==> src/hdl/svalloc_pkg.sv <==
package svalloc_pkg;

   localparam int MODE_W     = 2;
   localparam int NOTE_W     = 7;
   localparam int VEL_W      = 7;
   localparam int POLY_W     = 4;
   localparam int SLOT_W     = 8;
   localparam int OUT_VOICE_W = 3;
   localparam int MASK_W     = 8;
   localparam int NUM_KEYS   = 128;
   localparam int KEY_GRP    = 8;
   localparam int GRP_POS_W  = 3;
   localparam int GRP_W      = 4;

   localparam logic [SLOT_W-1:0] VOICE_FREE = 8'hFF;
   localparam logic [POLY_W-1:0] POLY_RESET = 4'd8;

   // event codes on the request channel
   localparam logic [MODE_W-1:0] MODE_KEY_ON  = 2'd0;
   localparam logic [MODE_W-1:0] MODE_KEY_OFF = 2'd1;
   localparam logic [MODE_W-1:0] MODE_ALL_OFF = 2'd2;

   typedef enum logic [1:0] {
      OP_NONE,
      OP_KEY_ON,
      OP_KEY_OFF,
      OP_ALL_OFF
   } op_type;

   typedef struct packed {
      logic load;
      logic voice_step;
      logic key_step;
      logic commit;
   } cmd_type;

   typedef struct packed {
      op_type op;
      logic   mono;
      logic   voice_last;
      logic   key_last;
      logic   key_hit;
      logic   out_free;
   } stat_type;

   typedef struct packed {
      logic                   assign_valid;
      logic [OUT_VOICE_W-1:0] assign_voice;
      logic [NOTE_W-1:0]      assign_note;
      logic [VEL_W-1:0]       assign_velocity;
      logic                   restart_voice;
      logic                   jump_pitch;
      logic                   dropped;
      logic [MASK_W-1:0]      released_mask;
   } rsp_type;

endpackage

==> src/hdl/svalloc_if.sv <==
interface svalloc_req_if import svalloc_pkg::*; ();
   logic              valid;
   logic              ready;
   logic [MODE_W-1:0] mode;
   logic [NOTE_W-1:0] note;
   logic [VEL_W-1:0]  velocity;

   modport source (output valid, mode, note, velocity, input ready);
   modport sink   (input valid, mode, note, velocity, output ready);
endinterface

interface svalloc_rsp_if import svalloc_pkg::*; ();
   logic                   valid;
   logic                   ready;
   logic                   assign_valid;
   logic [OUT_VOICE_W-1:0] assign_voice;
   logic [NOTE_W-1:0]      assign_note;
   logic [VEL_W-1:0]       assign_velocity;
   logic                   restart_voice;
   logic                   jump_pitch;
   logic                   dropped;
   logic [MASK_W-1:0]      released_mask;

   modport source (output valid, assign_valid, assign_voice, assign_note, assign_velocity,
                   restart_voice, jump_pitch, dropped, released_mask, input ready);
   modport sink   (input valid, assign_valid, assign_voice, assign_note, assign_velocity,
                   restart_voice, jump_pitch, dropped, released_mask, output ready);
endinterface

==> src/hdl/svalloc_ctrl.sv <==
module svalloc_ctrl import svalloc_pkg::*; (
   input  logic     clock,
   input  logic     reset,
   input  logic     req_valid,
   output logic     req_ready,
   input  stat_type stat,
   output cmd_type  cmd
);

   typedef enum logic [2:0] {
      ST_IDLE,
      ST_DECIDE,
      ST_VOICE,
      ST_KEY,
      ST_FINISH
   } state_type;

   state_type state_ff, state_in;
   logic      ready_ff, ready_in;

   always_comb begin
      state_in = state_ff;
      case (state_ff)
         ST_IDLE: begin
            if (req_valid) state_in = ST_DECIDE;
         end
         ST_DECIDE: begin
            case (stat.op)
               OP_KEY_ON:  state_in = stat.mono ? ST_FINISH : ST_VOICE;
               OP_KEY_OFF: state_in = ST_VOICE;
               OP_ALL_OFF: state_in = ST_VOICE;
               default:    state_in = ST_FINISH;
            endcase
         end
         ST_VOICE: begin
            if (stat.voice_last) begin
               state_in = (stat.op == OP_KEY_OFF && stat.mono) ? ST_KEY : ST_FINISH;
            end
         end
         ST_KEY: begin
            if (stat.key_hit || stat.key_last) state_in = ST_FINISH;
         end
         ST_FINISH: begin
            if (stat.out_free) state_in = ST_IDLE;
         end
         default: state_in = ST_IDLE;
      endcase
      ready_in = (state_in == ST_IDLE);
   end

   always_ff @(posedge clock) begin
      if (reset) begin
         state_ff <= ST_IDLE;
         ready_ff <= 1'b1;
      end else begin
         state_ff <= state_in;
         ready_ff <= ready_in;
      end
   end

   assign req_ready      = ready_ff;
   assign cmd.load       = (state_ff == ST_IDLE) && req_valid && ready_ff;
   assign cmd.voice_step = (state_ff == ST_VOICE);
   assign cmd.key_step   = (state_ff == ST_KEY);
   assign cmd.commit     = (state_ff == ST_FINISH) && stat.out_free;

endmodule

==> src/hdl/svalloc_dp.sv <==
module svalloc_dp import svalloc_pkg::*; #(
   parameter int MAX_VOICES = 8
) (
   input  logic              clock,
   input  logic              reset,
   input  cmd_type           cmd,
   output stat_type          stat,
   input  logic              csr_we,
   input  logic [POLY_W-1:0] csr_wdata,
   input  logic [MODE_W-1:0] req_mode,
   input  logic [NOTE_W-1:0] req_note,
   input  logic [VEL_W-1:0]  req_velocity,
   input  logic              rsp_ready,
   output logic              rsp_valid,
   output rsp_type           rsp_data
);

   localparam int VIW = (MAX_VOICES > 1) ? $clog2(MAX_VOICES) : 1;
   localparam int CW  = $clog2(MAX_VOICES + 1);

   logic [POLY_W-1:0]   poly_ff, poly_in;
   logic [SLOT_W-1:0]   voice_note_ff [MAX_VOICES];
   logic [SLOT_W-1:0]   voice_note_in [MAX_VOICES];
   logic [VEL_W-1:0]    voice_vel_ff [MAX_VOICES];
   logic [VEL_W-1:0]    voice_vel_in [MAX_VOICES];
   logic [NUM_KEYS-1:0] key_held_ff, key_held_in;
   op_type              op_ff, op_in;
   logic [NOTE_W-1:0]   note_ff, note_in;
   logic [VEL_W-1:0]    vel_ff, vel_in;
   logic [VIW-1:0]      vidx_ff, vidx_in;
   logic [GRP_W-1:0]    grp_ff, grp_in;
   logic                match_ff, match_in;
   logic                free_ff, free_in;
   logic [VIW-1:0]      match_idx_ff, match_idx_in;
   logic [VIW-1:0]      free_idx_ff, free_idx_in;
   logic [MASK_W-1:0]   mask_ff, mask_in;
   logic                hit_ff, hit_in;
   logic [NOTE_W-1:0]   hit_key_ff, hit_key_in;
   logic                rsp_valid_ff, rsp_valid_in;
   rsp_type             rsp_data_ff, rsp_data_in;

   logic [CW-1:0]        poly_eff;
   logic [CW-1:0]        scan_limit;
   logic                 mono;
   logic                 voice_last;
   op_type               req_op;
   logic [SLOT_W-1:0]    cur_note;
   logic                 cur_match;
   logic                 cur_free;
   logic [KEY_GRP-1:0]   grp_bits;
   logic                 grp_hit;
   logic [GRP_POS_W-1:0] hit_pos;
   logic                 out_free;
   rsp_type              res;
   logic                 wr_en;
   logic [VIW-1:0]       wr_idx;

   // effective voice count: zero acts as one, clamp at the voice count
   always_comb begin
      if (poly_ff == '0) begin
         poly_eff = CW'(1);
      end else if ({2'b00, poly_ff} > 6'(MAX_VOICES)) begin
         poly_eff = CW'(MAX_VOICES);
      end else begin
         poly_eff = CW'(poly_ff);
      end
   end

   assign mono       = (poly_eff == CW'(1));
   assign scan_limit = (op_ff == OP_KEY_ON) ? poly_eff : CW'(MAX_VOICES);
   assign voice_last = (vidx_ff == VIW'(scan_limit - CW'(1)));

   always_comb begin
      case (req_mode)
         MODE_KEY_ON:  req_op = (req_velocity != '0) ? OP_KEY_ON : OP_KEY_OFF;
         MODE_KEY_OFF: req_op = OP_KEY_OFF;
         MODE_ALL_OFF: req_op = OP_ALL_OFF;
         default:      req_op = OP_NONE;
      endcase
   end

   assign cur_note  = voice_note_ff[vidx_ff];
   assign cur_match = (cur_note == {1'b0, note_ff});
   assign cur_free  = (cur_note == VOICE_FREE);

   // one group of eight keys per cycle, from the top down
   assign grp_bits = key_held_ff[{grp_ff, 3'b000} +: KEY_GRP];
   assign grp_hit  = |grp_bits;

   always_comb begin
      hit_pos = '0;
      for (int b = 0; b < KEY_GRP; b++) begin
         if (grp_bits[b]) hit_pos = GRP_POS_W'(b);
      end
   end

   assign out_free = !rsp_valid_ff || rsp_ready;

   // result of the finished event
   always_comb begin
      res               = '0;
      res.released_mask = mask_ff;
      wr_en             = 1'b0;
      wr_idx            = '0;
      case (op_ff)
         OP_KEY_ON: begin
            if (mono) begin
               wr_en          = 1'b1;
               res.jump_pitch = (voice_note_ff[0] == VOICE_FREE);
            end else if (match_ff) begin
               wr_en          = 1'b1;
               wr_idx         = match_idx_ff;
               res.jump_pitch = 1'b1;
            end else if (free_ff) begin
               wr_en          = 1'b1;
               wr_idx         = free_idx_ff;
               res.jump_pitch = 1'b1;
            end else begin
               res.dropped = 1'b1;
            end
            if (wr_en) begin
               res.assign_valid    = 1'b1;
               res.assign_voice    = OUT_VOICE_W'(wr_idx);
               res.assign_note     = note_ff;
               res.assign_velocity = vel_ff;
               res.restart_voice   = 1'b1;
            end
         end
         OP_KEY_OFF: begin
            if (hit_ff) begin
               res.assign_valid    = 1'b1;
               res.assign_note     = hit_key_ff;
               res.assign_velocity = voice_vel_ff[0];
            end
         end
         default: begin
         end
      endcase
   end

   always_comb begin
      poly_in       = csr_we ? csr_wdata : poly_ff;
      voice_note_in = voice_note_ff;
      voice_vel_in  = voice_vel_ff;
      key_held_in   = key_held_ff;
      op_in         = op_ff;
      note_in       = note_ff;
      vel_in        = vel_ff;
      vidx_in       = vidx_ff;
      grp_in        = grp_ff;
      match_in      = match_ff;
      free_in       = free_ff;
      match_idx_in  = match_idx_ff;
      free_idx_in   = free_idx_ff;
      mask_in       = mask_ff;
      hit_in        = hit_ff;
      hit_key_in    = hit_key_ff;
      rsp_valid_in  = rsp_valid_ff;
      rsp_data_in   = rsp_data_ff;

      if (cmd.load) begin
         op_in    = req_op;
         note_in  = req_note;
         vel_in   = req_velocity;
         vidx_in  = '0;
         grp_in   = '1;
         match_in = 1'b0;
         free_in  = 1'b0;
         mask_in  = '0;
         hit_in   = 1'b0;
         case (req_op)
            OP_KEY_ON:  key_held_in[req_note] = 1'b1;
            OP_KEY_OFF: key_held_in[req_note] = 1'b0;
            OP_ALL_OFF: key_held_in = '0;
            default: begin
            end
         endcase
      end

      if (cmd.voice_step) begin
         if (!voice_last) vidx_in = vidx_ff + VIW'(1);
         case (op_ff)
            OP_KEY_ON: begin
               if (!match_ff && cur_match) begin
                  match_in     = 1'b1;
                  match_idx_in = vidx_ff;
               end
               if (!free_ff && cur_free) begin
                  free_in     = 1'b1;
                  free_idx_in = vidx_ff;
               end
            end
            OP_KEY_OFF: begin
               if (cur_match) begin
                  voice_note_in[vidx_ff] = VOICE_FREE;
                  mask_in = mask_ff | (MASK_W'(1) << vidx_ff);
               end
            end
            OP_ALL_OFF: begin
               if (!cur_free) mask_in = mask_ff | (MASK_W'(1) << vidx_ff);
               voice_note_in[vidx_ff] = VOICE_FREE;
            end
            default: begin
            end
         endcase
      end

      if (cmd.key_step) begin
         if (grp_hit) begin
            hit_in           = 1'b1;
            hit_key_in       = {grp_ff, hit_pos};
            voice_note_in[0] = {1'b0, grp_ff, hit_pos};
         end else begin
            grp_in = grp_ff - GRP_W'(1);
         end
      end

      if (cmd.commit) begin
         rsp_valid_in = 1'b1;
         rsp_data_in  = res;
         if (wr_en) begin
            voice_note_in[wr_idx] = {1'b0, note_ff};
            voice_vel_in[wr_idx]  = vel_ff;
         end
      end else if (rsp_valid_ff && rsp_ready) begin
         rsp_valid_in = 1'b0;
      end
   end

   always_ff @(posedge clock) begin
      if (reset) begin
         poly_ff      <= POLY_RESET;
         key_held_ff  <= '0;
         op_ff        <= OP_NONE;
         rsp_valid_ff <= 1'b0;
         for (int v = 0; v < MAX_VOICES; v++) begin
            voice_note_ff[v] <= VOICE_FREE;
            voice_vel_ff[v]  <= '0;
         end
      end else begin
         poly_ff       <= poly_in;
         key_held_ff   <= key_held_in;
         op_ff         <= op_in;
         rsp_valid_ff  <= rsp_valid_in;
         voice_note_ff <= voice_note_in;
         voice_vel_ff  <= voice_vel_in;
      end
   end

   always_ff @(posedge clock) begin
      note_ff      <= note_in;
      vel_ff       <= vel_in;
      vidx_ff      <= vidx_in;
      grp_ff       <= grp_in;
      match_ff     <= match_in;
      free_ff      <= free_in;
      match_idx_ff <= match_idx_in;
      free_idx_ff  <= free_idx_in;
      mask_ff      <= mask_in;
      hit_ff       <= hit_in;
      hit_key_ff   <= hit_key_in;
      rsp_data_ff  <= rsp_data_in;
   end

   assign stat.op         = op_ff;
   assign stat.mono       = mono;
   assign stat.voice_last = voice_last;
   assign stat.key_last   = (grp_ff == '0);
   assign stat.key_hit    = grp_hit;
   assign stat.out_free   = out_free;

   assign rsp_valid = rsp_valid_ff;
   assign rsp_data  = rsp_data_ff;

endmodule

==> src/hdl/synth_voice_allocator.sv <==
// Channel  Dir  Handshake          Beat contents
// req_ch   in   valid/ready        mode, note, velocity
// rsp_ch   out  valid/ready        assign_*, restart_voice, jump_pitch, dropped, released_mask
// csr      in   csr_we (no wait)   csr_wdata = polyphony
//
// One request beat at a time: accept, decode, a check of each voice (polyphony
// voices on a poly key-on, MAX_VOICES on key-off and all-off, none otherwise), on a mono
// key-off up to 16 groups of 8 keys from the top, then the response load. The next
// request is taken while a response still waits for rsp_ch.ready; the load holds until
// the response register is free.
// reset is synchronous, active high: all voices free, key map clear, polyphony 8.
module synth_voice_allocator import svalloc_pkg::*; #(
   parameter int MAX_VOICES = 8
) (
   input  logic                clock,
   input  logic                reset,
   svalloc_req_if.sink         req_ch,
   svalloc_rsp_if.source       rsp_ch,
   input  logic                csr_we,
   input  logic [POLY_W-1:0]   csr_wdata
);

   cmd_type  cmd;
   stat_type stat;
   rsp_type  rsp_data;
   logic     rsp_valid;

   // sequencer: walks accept, voice scan, key search and response load
   svalloc_ctrl u_ctrl (
      .clock     (clock),
      .reset     (reset),
      .req_valid (req_ch.valid),
      .req_ready (req_ch.ready),
      .stat      (stat),
      .cmd       (cmd)
   );

   // voice table, held-key map, scan counters and the response register
   svalloc_dp #(
      .MAX_VOICES (MAX_VOICES)
   ) u_dp (
      .clock        (clock),
      .reset        (reset),
      .cmd          (cmd),
      .stat         (stat),
      .csr_we       (csr_we),
      .csr_wdata    (csr_wdata),
      .req_mode     (req_ch.mode),
      .req_note     (req_ch.note),
      .req_velocity (req_ch.velocity),
      .rsp_ready    (rsp_ch.ready),
      .rsp_valid    (rsp_valid),
      .rsp_data     (rsp_data)
   );

   // drive the response beat straight from the output register
   assign rsp_ch.valid           = rsp_valid;
   assign rsp_ch.assign_valid    = rsp_data.assign_valid;
   assign rsp_ch.assign_voice    = rsp_data.assign_voice;
   assign rsp_ch.assign_note     = rsp_data.assign_note;
   assign rsp_ch.assign_velocity = rsp_data.assign_velocity;
   assign rsp_ch.restart_voice   = rsp_data.restart_voice;
   assign rsp_ch.jump_pitch      = rsp_data.jump_pitch;
   assign rsp_ch.dropped         = rsp_data.dropped;
   assign rsp_ch.released_mask   = rsp_data.released_mask;

endmodule
==> src/flat_wrapper.sv <==
// flat-port wrapper written by rule: the top's interface ports become plain ports
module synth_voice_allocator_flat import svalloc_pkg::*;
#(
   parameter int MAX_VOICES = 8
)
  (clock, reset, csr_we, csr_wdata, req_ch_valid, req_ch_mode, req_ch_note, req_ch_velocity, req_ch_ready, rsp_ch_valid, rsp_ch_assign_valid, rsp_ch_assign_voice, rsp_ch_assign_note, rsp_ch_assign_velocity, rsp_ch_restart_voice, rsp_ch_jump_pitch, rsp_ch_dropped, rsp_ch_released_mask, rsp_ch_ready);
  svalloc_req_if req_ch_i ();
  svalloc_rsp_if rsp_ch_i ();
  input  logic clock;
  input  logic reset;
  input  logic csr_we;
  input  logic [POLY_W-1:0] csr_wdata;
  input wire logic [$bits(req_ch_i.valid)-1:0] req_ch_valid;
  input wire logic [$bits(req_ch_i.mode)-1:0] req_ch_mode;
  input wire logic [$bits(req_ch_i.note)-1:0] req_ch_note;
  input wire logic [$bits(req_ch_i.velocity)-1:0] req_ch_velocity;
  output wire logic [$bits(req_ch_i.ready)-1:0] req_ch_ready;
  output wire logic [$bits(rsp_ch_i.valid)-1:0] rsp_ch_valid;
  output wire logic [$bits(rsp_ch_i.assign_valid)-1:0] rsp_ch_assign_valid;
  output wire logic [$bits(rsp_ch_i.assign_voice)-1:0] rsp_ch_assign_voice;
  output wire logic [$bits(rsp_ch_i.assign_note)-1:0] rsp_ch_assign_note;
  output wire logic [$bits(rsp_ch_i.assign_velocity)-1:0] rsp_ch_assign_velocity;
  output wire logic [$bits(rsp_ch_i.restart_voice)-1:0] rsp_ch_restart_voice;
  output wire logic [$bits(rsp_ch_i.jump_pitch)-1:0] rsp_ch_jump_pitch;
  output wire logic [$bits(rsp_ch_i.dropped)-1:0] rsp_ch_dropped;
  output wire logic [$bits(rsp_ch_i.released_mask)-1:0] rsp_ch_released_mask;
  input wire logic [$bits(rsp_ch_i.ready)-1:0] rsp_ch_ready;
  assign req_ch_i.valid = req_ch_valid;
  assign req_ch_i.mode = req_ch_mode;
  assign req_ch_i.note = req_ch_note;
  assign req_ch_i.velocity = req_ch_velocity;
  assign req_ch_ready = req_ch_i.ready;
  assign rsp_ch_valid = rsp_ch_i.valid;
  assign rsp_ch_assign_valid = rsp_ch_i.assign_valid;
  assign rsp_ch_assign_voice = rsp_ch_i.assign_voice;
  assign rsp_ch_assign_note = rsp_ch_i.assign_note;
  assign rsp_ch_assign_velocity = rsp_ch_i.assign_velocity;
  assign rsp_ch_restart_voice = rsp_ch_i.restart_voice;
  assign rsp_ch_jump_pitch = rsp_ch_i.jump_pitch;
  assign rsp_ch_dropped = rsp_ch_i.dropped;
  assign rsp_ch_released_mask = rsp_ch_i.released_mask;
  assign rsp_ch_i.ready = rsp_ch_ready;
  synth_voice_allocator #(.MAX_VOICES(MAX_VOICES)) u_core (.clock(clock), .reset(reset), .req_ch(req_ch_i), .rsp_ch(rsp_ch_i), .csr_we(csr_we), .csr_wdata(csr_wdata));
endmodule
==> config.mk <==
export PLATFORM = sky130hd
export DESIGN_NAME = synth_voice_allocator_flat
export DESIGN_NICKNAME = d
export VERILOG_FILES = /design/src/hdl/svalloc_pkg.sv /design/src/hdl/svalloc_if.sv /design/src/hdl/svalloc_ctrl.sv /design/src/hdl/svalloc_dp.sv /design/src/hdl/synth_voice_allocator.sv /design/src/flat_wrapper.sv
export SDC_FILE = /design/constraint.sdc
export NUM_CORES = 1
export LEC_CHECK = 0
export BUFFER_PORTS_ARGS = -buffer_cell sky130_fd_sc_hd__clkbuf_2
export CAP_MARGIN = 10
export CORE_UTILIZATION = 30
export CTS_BUF_LIST = sky130_fd_sc_hd__clkbuf_4
export CTS_CLUSTER_SIZE = 10
export DETAILED_ROUTE_END_ITERATION = 8
export GPL_TIMING_DRIVEN = 0
export HOLD_SLACK_MARGIN = 0.05
export SLEW_MARGIN = 20
export SYNTH_ARGS = -nofsm -noshare
export SYNTH_HDL_FRONTEND = slang
export SYNTH_SLANG_ARGS = --single-unit
==> constraint.sdc <==
create_clock -name clock -period 3.4 [get_ports clock]
set_input_delay 0.34 -clock clock [delete_from_list [all_inputs] [get_ports clock]]
set_output_delay 0.34 -clock clock [all_outputs]
set_load 0.05 [all_outputs]
==> impl_metrics.toml <==
[timing]
timing.fmax_mhz = 293
final-max-slew-violation-count = 0
layout_setup_ws_ps = -10.3
hold_violations = 0
worst_pin_slew_ps = 1160
relSlewSlack_pct = 21.8
finalHoldWorstSlack_ps = 161
grt_setup_unrepaired = "yes"
fin_skew_ps = 72.4
timing.final.setup_violations = 2
final_min_period_over_clock_period_pct = 100
layout_min_cycle_time_ps = 3410

[setup_path]
startpoint_type = "register"
crit_fanout = 10
crit_path_max_incr_delay_ps = 710
cp_slowest_cell = "sky130_fd_sc_hd__nor2_1"
critical_path.cell_chain = "clkbuf_1 -> inv_1 -> nand4_1 -> or2_2 -> clkbuf_1 -> nor2_1 -> clkbuf_1 -> a21oi_1 -> a211oi_1"
worstSetupEndpointType = "register"
cp.buffers_inverters = 4
worstPathRequired_ps = 4010
critPathMostFrequentCell = "sky130_fd_sc_hd__clkbuf_1"
timing.critical_path.max_delay_family = "simple AND/OR/NAND/NOR gates"
crit_arrival_ps = 4020
worst-setup-path-type = "reg2reg"

[finish]
post_route_cells_drive_above_1_share_pct = 17.0
stdcell_count = 2114
final_core_util_pct = 35.7
layout.cells.most_common_list = "225 x sky130_fd_sc_hd__dfxtp_1, 159 x sky130_fd_sc_hd__a21oi_1, 151 x sky130_fd_sc_hd__o21ai_0"
nets = 1515
flow.area_growth_from_synthesis_pct = 17.3
nFillCells = 4317
final_common_cell = "sky130_fd_sc_hd__dfxtp_1"
finish.instance_area_mm2 = 0.0154

[floorplan]
dieWidth_um = 211
design.core.area_mm2 = 0.0431
die_area_mm2 = 0.0445
fp-row-count = 76
floorplan.io_pins = 56
die_height_um = 211
floorplan.initialDensity_pct = 30.4

[synth]
asyncSetResetFlopFracSynth_pct = 0
synth_area_mm2 = 0.0131
synth_edf_count = 56
synth_top_area_share_pct = 34.9
post_synthesis_share_of_cell_area_spent_on_and_or_nand_and_nor_gates_pct = 9.15
synth.ff_latch_count = 284
post_synth_fa_ha_maj_area_fraction_pct = 1.43
post_synth.cell_area_avg_um2 = 9.97
postSynthNetCount = 1353
synth.largest_area_cell = "sky130_fd_sc_hd__dfxtp_1"
postSynthCellCount = 1313
synth_compound_gate_area_share_pct = 27.7
post_synth_mux_area_share_pct = 9.67
synthXorXnorAreaFrac_pct = 0.660
synthDistinctLibCells = 59
synth.yosys.warnings = 0
synth_top_family_by_area = "compound AO/OA/AOI/OAI gates"
ys.flop_type = "sky130_fd_sc_hd__dfxtp_1"
synthTopCellsByArea = "sky130_fd_sc_hd__dfxtp_1 35%, sky130_fd_sc_hd__edfxtp_1 13%, sky130_fd_sc_hd__a211oi_1 7.5%"
synth.yosys.seq_area_share_pct = 47.7

[power_and_ir_drop]
max-vdd-ir-drop_mv = 0.184
power.sequential.fraction_pct = 50.7
power_frac_clock_pct = 40.3
power-per-cell-area_mw_per_mm2 = 450
power_frac_comb_pct = 9.0
power_uw = 6910
pint_uw = 4990
leakagePower_uw = 0.00505
power_switching_uw = 1910
switching_share_pct = 27.7

[clock_network]
worstSkewPairLatency_ps = 730
cts.sinks = 284
tritoncts = "yes"
cts.reportedPaths.clkPinSlew_ps = 60
clock_tree.htree_level_count = 3
cts-buffers-inserted = 76
cts_max_path_buffers = 3
clockRootBuffer = "sky130_fd_sc_hd__clkbuf_4"

[grt]
grt_antenna_before_repair = 2
grt_usage_pct = 19.5
grt_pass1_wl_um = 67100
grt_start_max_net_pins = 31
globalRouteOverflowTotal = 0
grt_pass1_vias = 11900

[place]
io_buf_count = 53
detailedPlacementHpwl_um = 30600
gpl_wtd_cong = 0.955
dpl.cell_count = 1952
placed_cell_area_mm2 = 0.0141

[routing]
route.layer.met1.wl_um = 17400
drc = 0
antenna_left = 0
highest_layer = "met4"
wl_met2_um = 20900
drt_iter0_drc = 1349
routedWlPerCell_um = 20.8
drt_pre_antenna_iters = 7
via_to_cell_ratio = 5.62
route.met3.wl_um = 3700
routed-via-count = 11900
routed_wirelength_um = 44000

[status]
violations = "negative setup slack"
outcome = "complete, but fails checks"

[worst_hold_path]
timing.hold.worst.class = "in2reg"

[run]
max_cap_viol_count = 0
==> flip-flops by register name, indices dropped and copies added (netlist names) <==
name,count
u_core.u_ctrl.req_ready,1
u_core.u_dp.op_ff,2
u_core.u_dp.free_ff,1
u_core.u_dp.match_idx_ff,3
u_core.u_dp.match_ff,1
u_core.u_dp.poly_ff,4
u_core.u_dp.rsp_valid,1
u_core.u_dp.mask_ff,8
u_core.u_dp.grp_ff,4
u_core.u_dp.note_ff,7
u_core.u_dp.key_held_ff,128
u_core.u_dp.voice_note_ff,64
u_core.u_dp.vidx_ff,3
u_core.u_ctrl.state_ff,3
u_core.u_dp.free_idx_ff,3
u_core.u_dp.vel_ff,7
u_core.u_dp.rsp_data,29
u_core.u_dp.hit_key_ff,7
u_core.u_dp.voice_vel_ff,7
u_core.u_dp.hit_ff,1
==> cells in the mapped netlist, types with 19 or more instances <==
master / instances
sky130_fd_sc_hd__o21ai_0: 151
sky130_fd_sc_hd__nor2_1: 73
sky130_fd_sc_hd__a2bb2oi_1: 49
sky130_fd_sc_hd__a22oi_1: 25
sky130_fd_sc_hd__inv_1: 19
sky130_fd_sc_hd__dfxtp_1: 228
sky130_fd_sc_hd__a21oi_1: 159
sky130_fd_sc_hd__nor3_1: 19
sky130_fd_sc_hd__nor2b_1: 29
sky130_fd_sc_hd__mux4_2: 37
sky130_fd_sc_hd__nand2_1: 57
sky130_fd_sc_hd__edfxtp_1: 56
sky130_fd_sc_hd__clkbuf_1: 90
sky130_fd_sc_hd__nand3_1: 19
sky130_fd_sc_hd__mux2i_1: 29
sky130_fd_sc_hd__a211oi_1: 131
==> worst reg2reg max path, stage by stage, from the launching register on <==
cell and delay [ps]:
sky130_fd_sc_hd__dfxtp_1 290, sky130_fd_sc_hd__clkbuf_1 180, sky130_fd_sc_hd__inv_1 150, sky130_fd_sc_hd__nand4_1 300, sky130_fd_sc_hd__or2_2 400, sky130_fd_sc_hd__clkbuf_1 250, sky130_fd_sc_hd__nor2_1 720, sky130_fd_sc_hd__clkbuf_1 640
sky130_fd_sc_hd__a21oi_1 160, sky130_fd_sc_hd__a211oi_1 260
==> per-stage QoR <==
stage          setup slack (ps)  TNS [ps]
3_5_place_dp               -990    -56280
2_1_floorplan               271         0
5_1_grt                    -102     -2060
4_1_cts                    24.0         0
3_3_place_gp               -937    -54180
6_report                  -10.3     -10.4
==> final cells by class <==
type                    instances  area [um^2]  area share [%]
well taps                     585          732            4.77
plain buffers                 101          442            2.88
repair buffers                 86          583            3.80
multi-input cells             906         6410            41.7
inverters                      20         75.1           0.489
clock inverters                32          129           0.839
diodes                          2         5.00          0.0326
flip-flops and latches        284         6250            40.7
clock buffers                  98          736            4.79
==> kinds of logic after synthesis <==
| group | after synthesis |
|---|---|
| simple gates | 246 |
| compound gates | 563 |
| buf+inv | 123 |
| xor+xnor | 9 |
| flops | 284 |
| fa+ha+maj | 15 |
| mux | 73 |
==> per-layer routing <==
metal  GRT usage (%)  vias up
met5               0        -
met1            23.4     5737
met2            32.4      610
li1                -     5398
met4            10.3        0
met3            4.68      144
==> path summary, 6_finish.rpt <==
| kind | from | endpoint | slack, ps | cells past startpoint |
|---|---|---|---|---|
| worst max register to register | u_core.u_ctrl.state_ff[2]$_SDFF_PP0_ | u_core.u_dp.key_held_ff[98]$_SDFFE_PP0P_ | -10 | 9 |
| worst min-delay path | req_ch_mode[1] | u_core.u_dp.op_ff[0]$_SDFFE_PP0P_ | 160 | 3 |
| worst max-delay path | u_core.u_ctrl.state_ff[2]$_SDFF_PP0_ | u_core.u_dp.key_held_ff[98]$_SDFFE_PP0P_ | -10 | 9 |
| worst min register to register | u_core.u_dp.mask_ff[5]$_DFF_P_ | u_core.u_dp.rsp_data[5]$_DFFE_PP_ | 430 | 0 |
==> power groups by stage <==
| stage | Clock (uW) | Combinational, uW | Sequential (uW) |
|---|---|---|---|
| 2_1_floorplan | 0 | 344 | 3600 |
| 3_3_place_gp | 0 | 575 | 3570 |
| 3_5_place_dp | 0 | 582 | 3570 |
| 4_1_cts | 2850 | 609 | 3500 |
| 5_1_grt | 3040 | 670 | 3500 |
| 6_report | 2780 | 623 | 3500 |
==> what timing repair did <==
action                                 in CTS  in global routing
hold buffers                               24                  0
resized for setup                          16                 17
setup endpoints to repair                 104                122
pin swaps                                   2                  2
setup buffers                               4                  4
endpoints found under the hold margin      21                  0
Note: power is estimated with default switching activity, not from simulation.
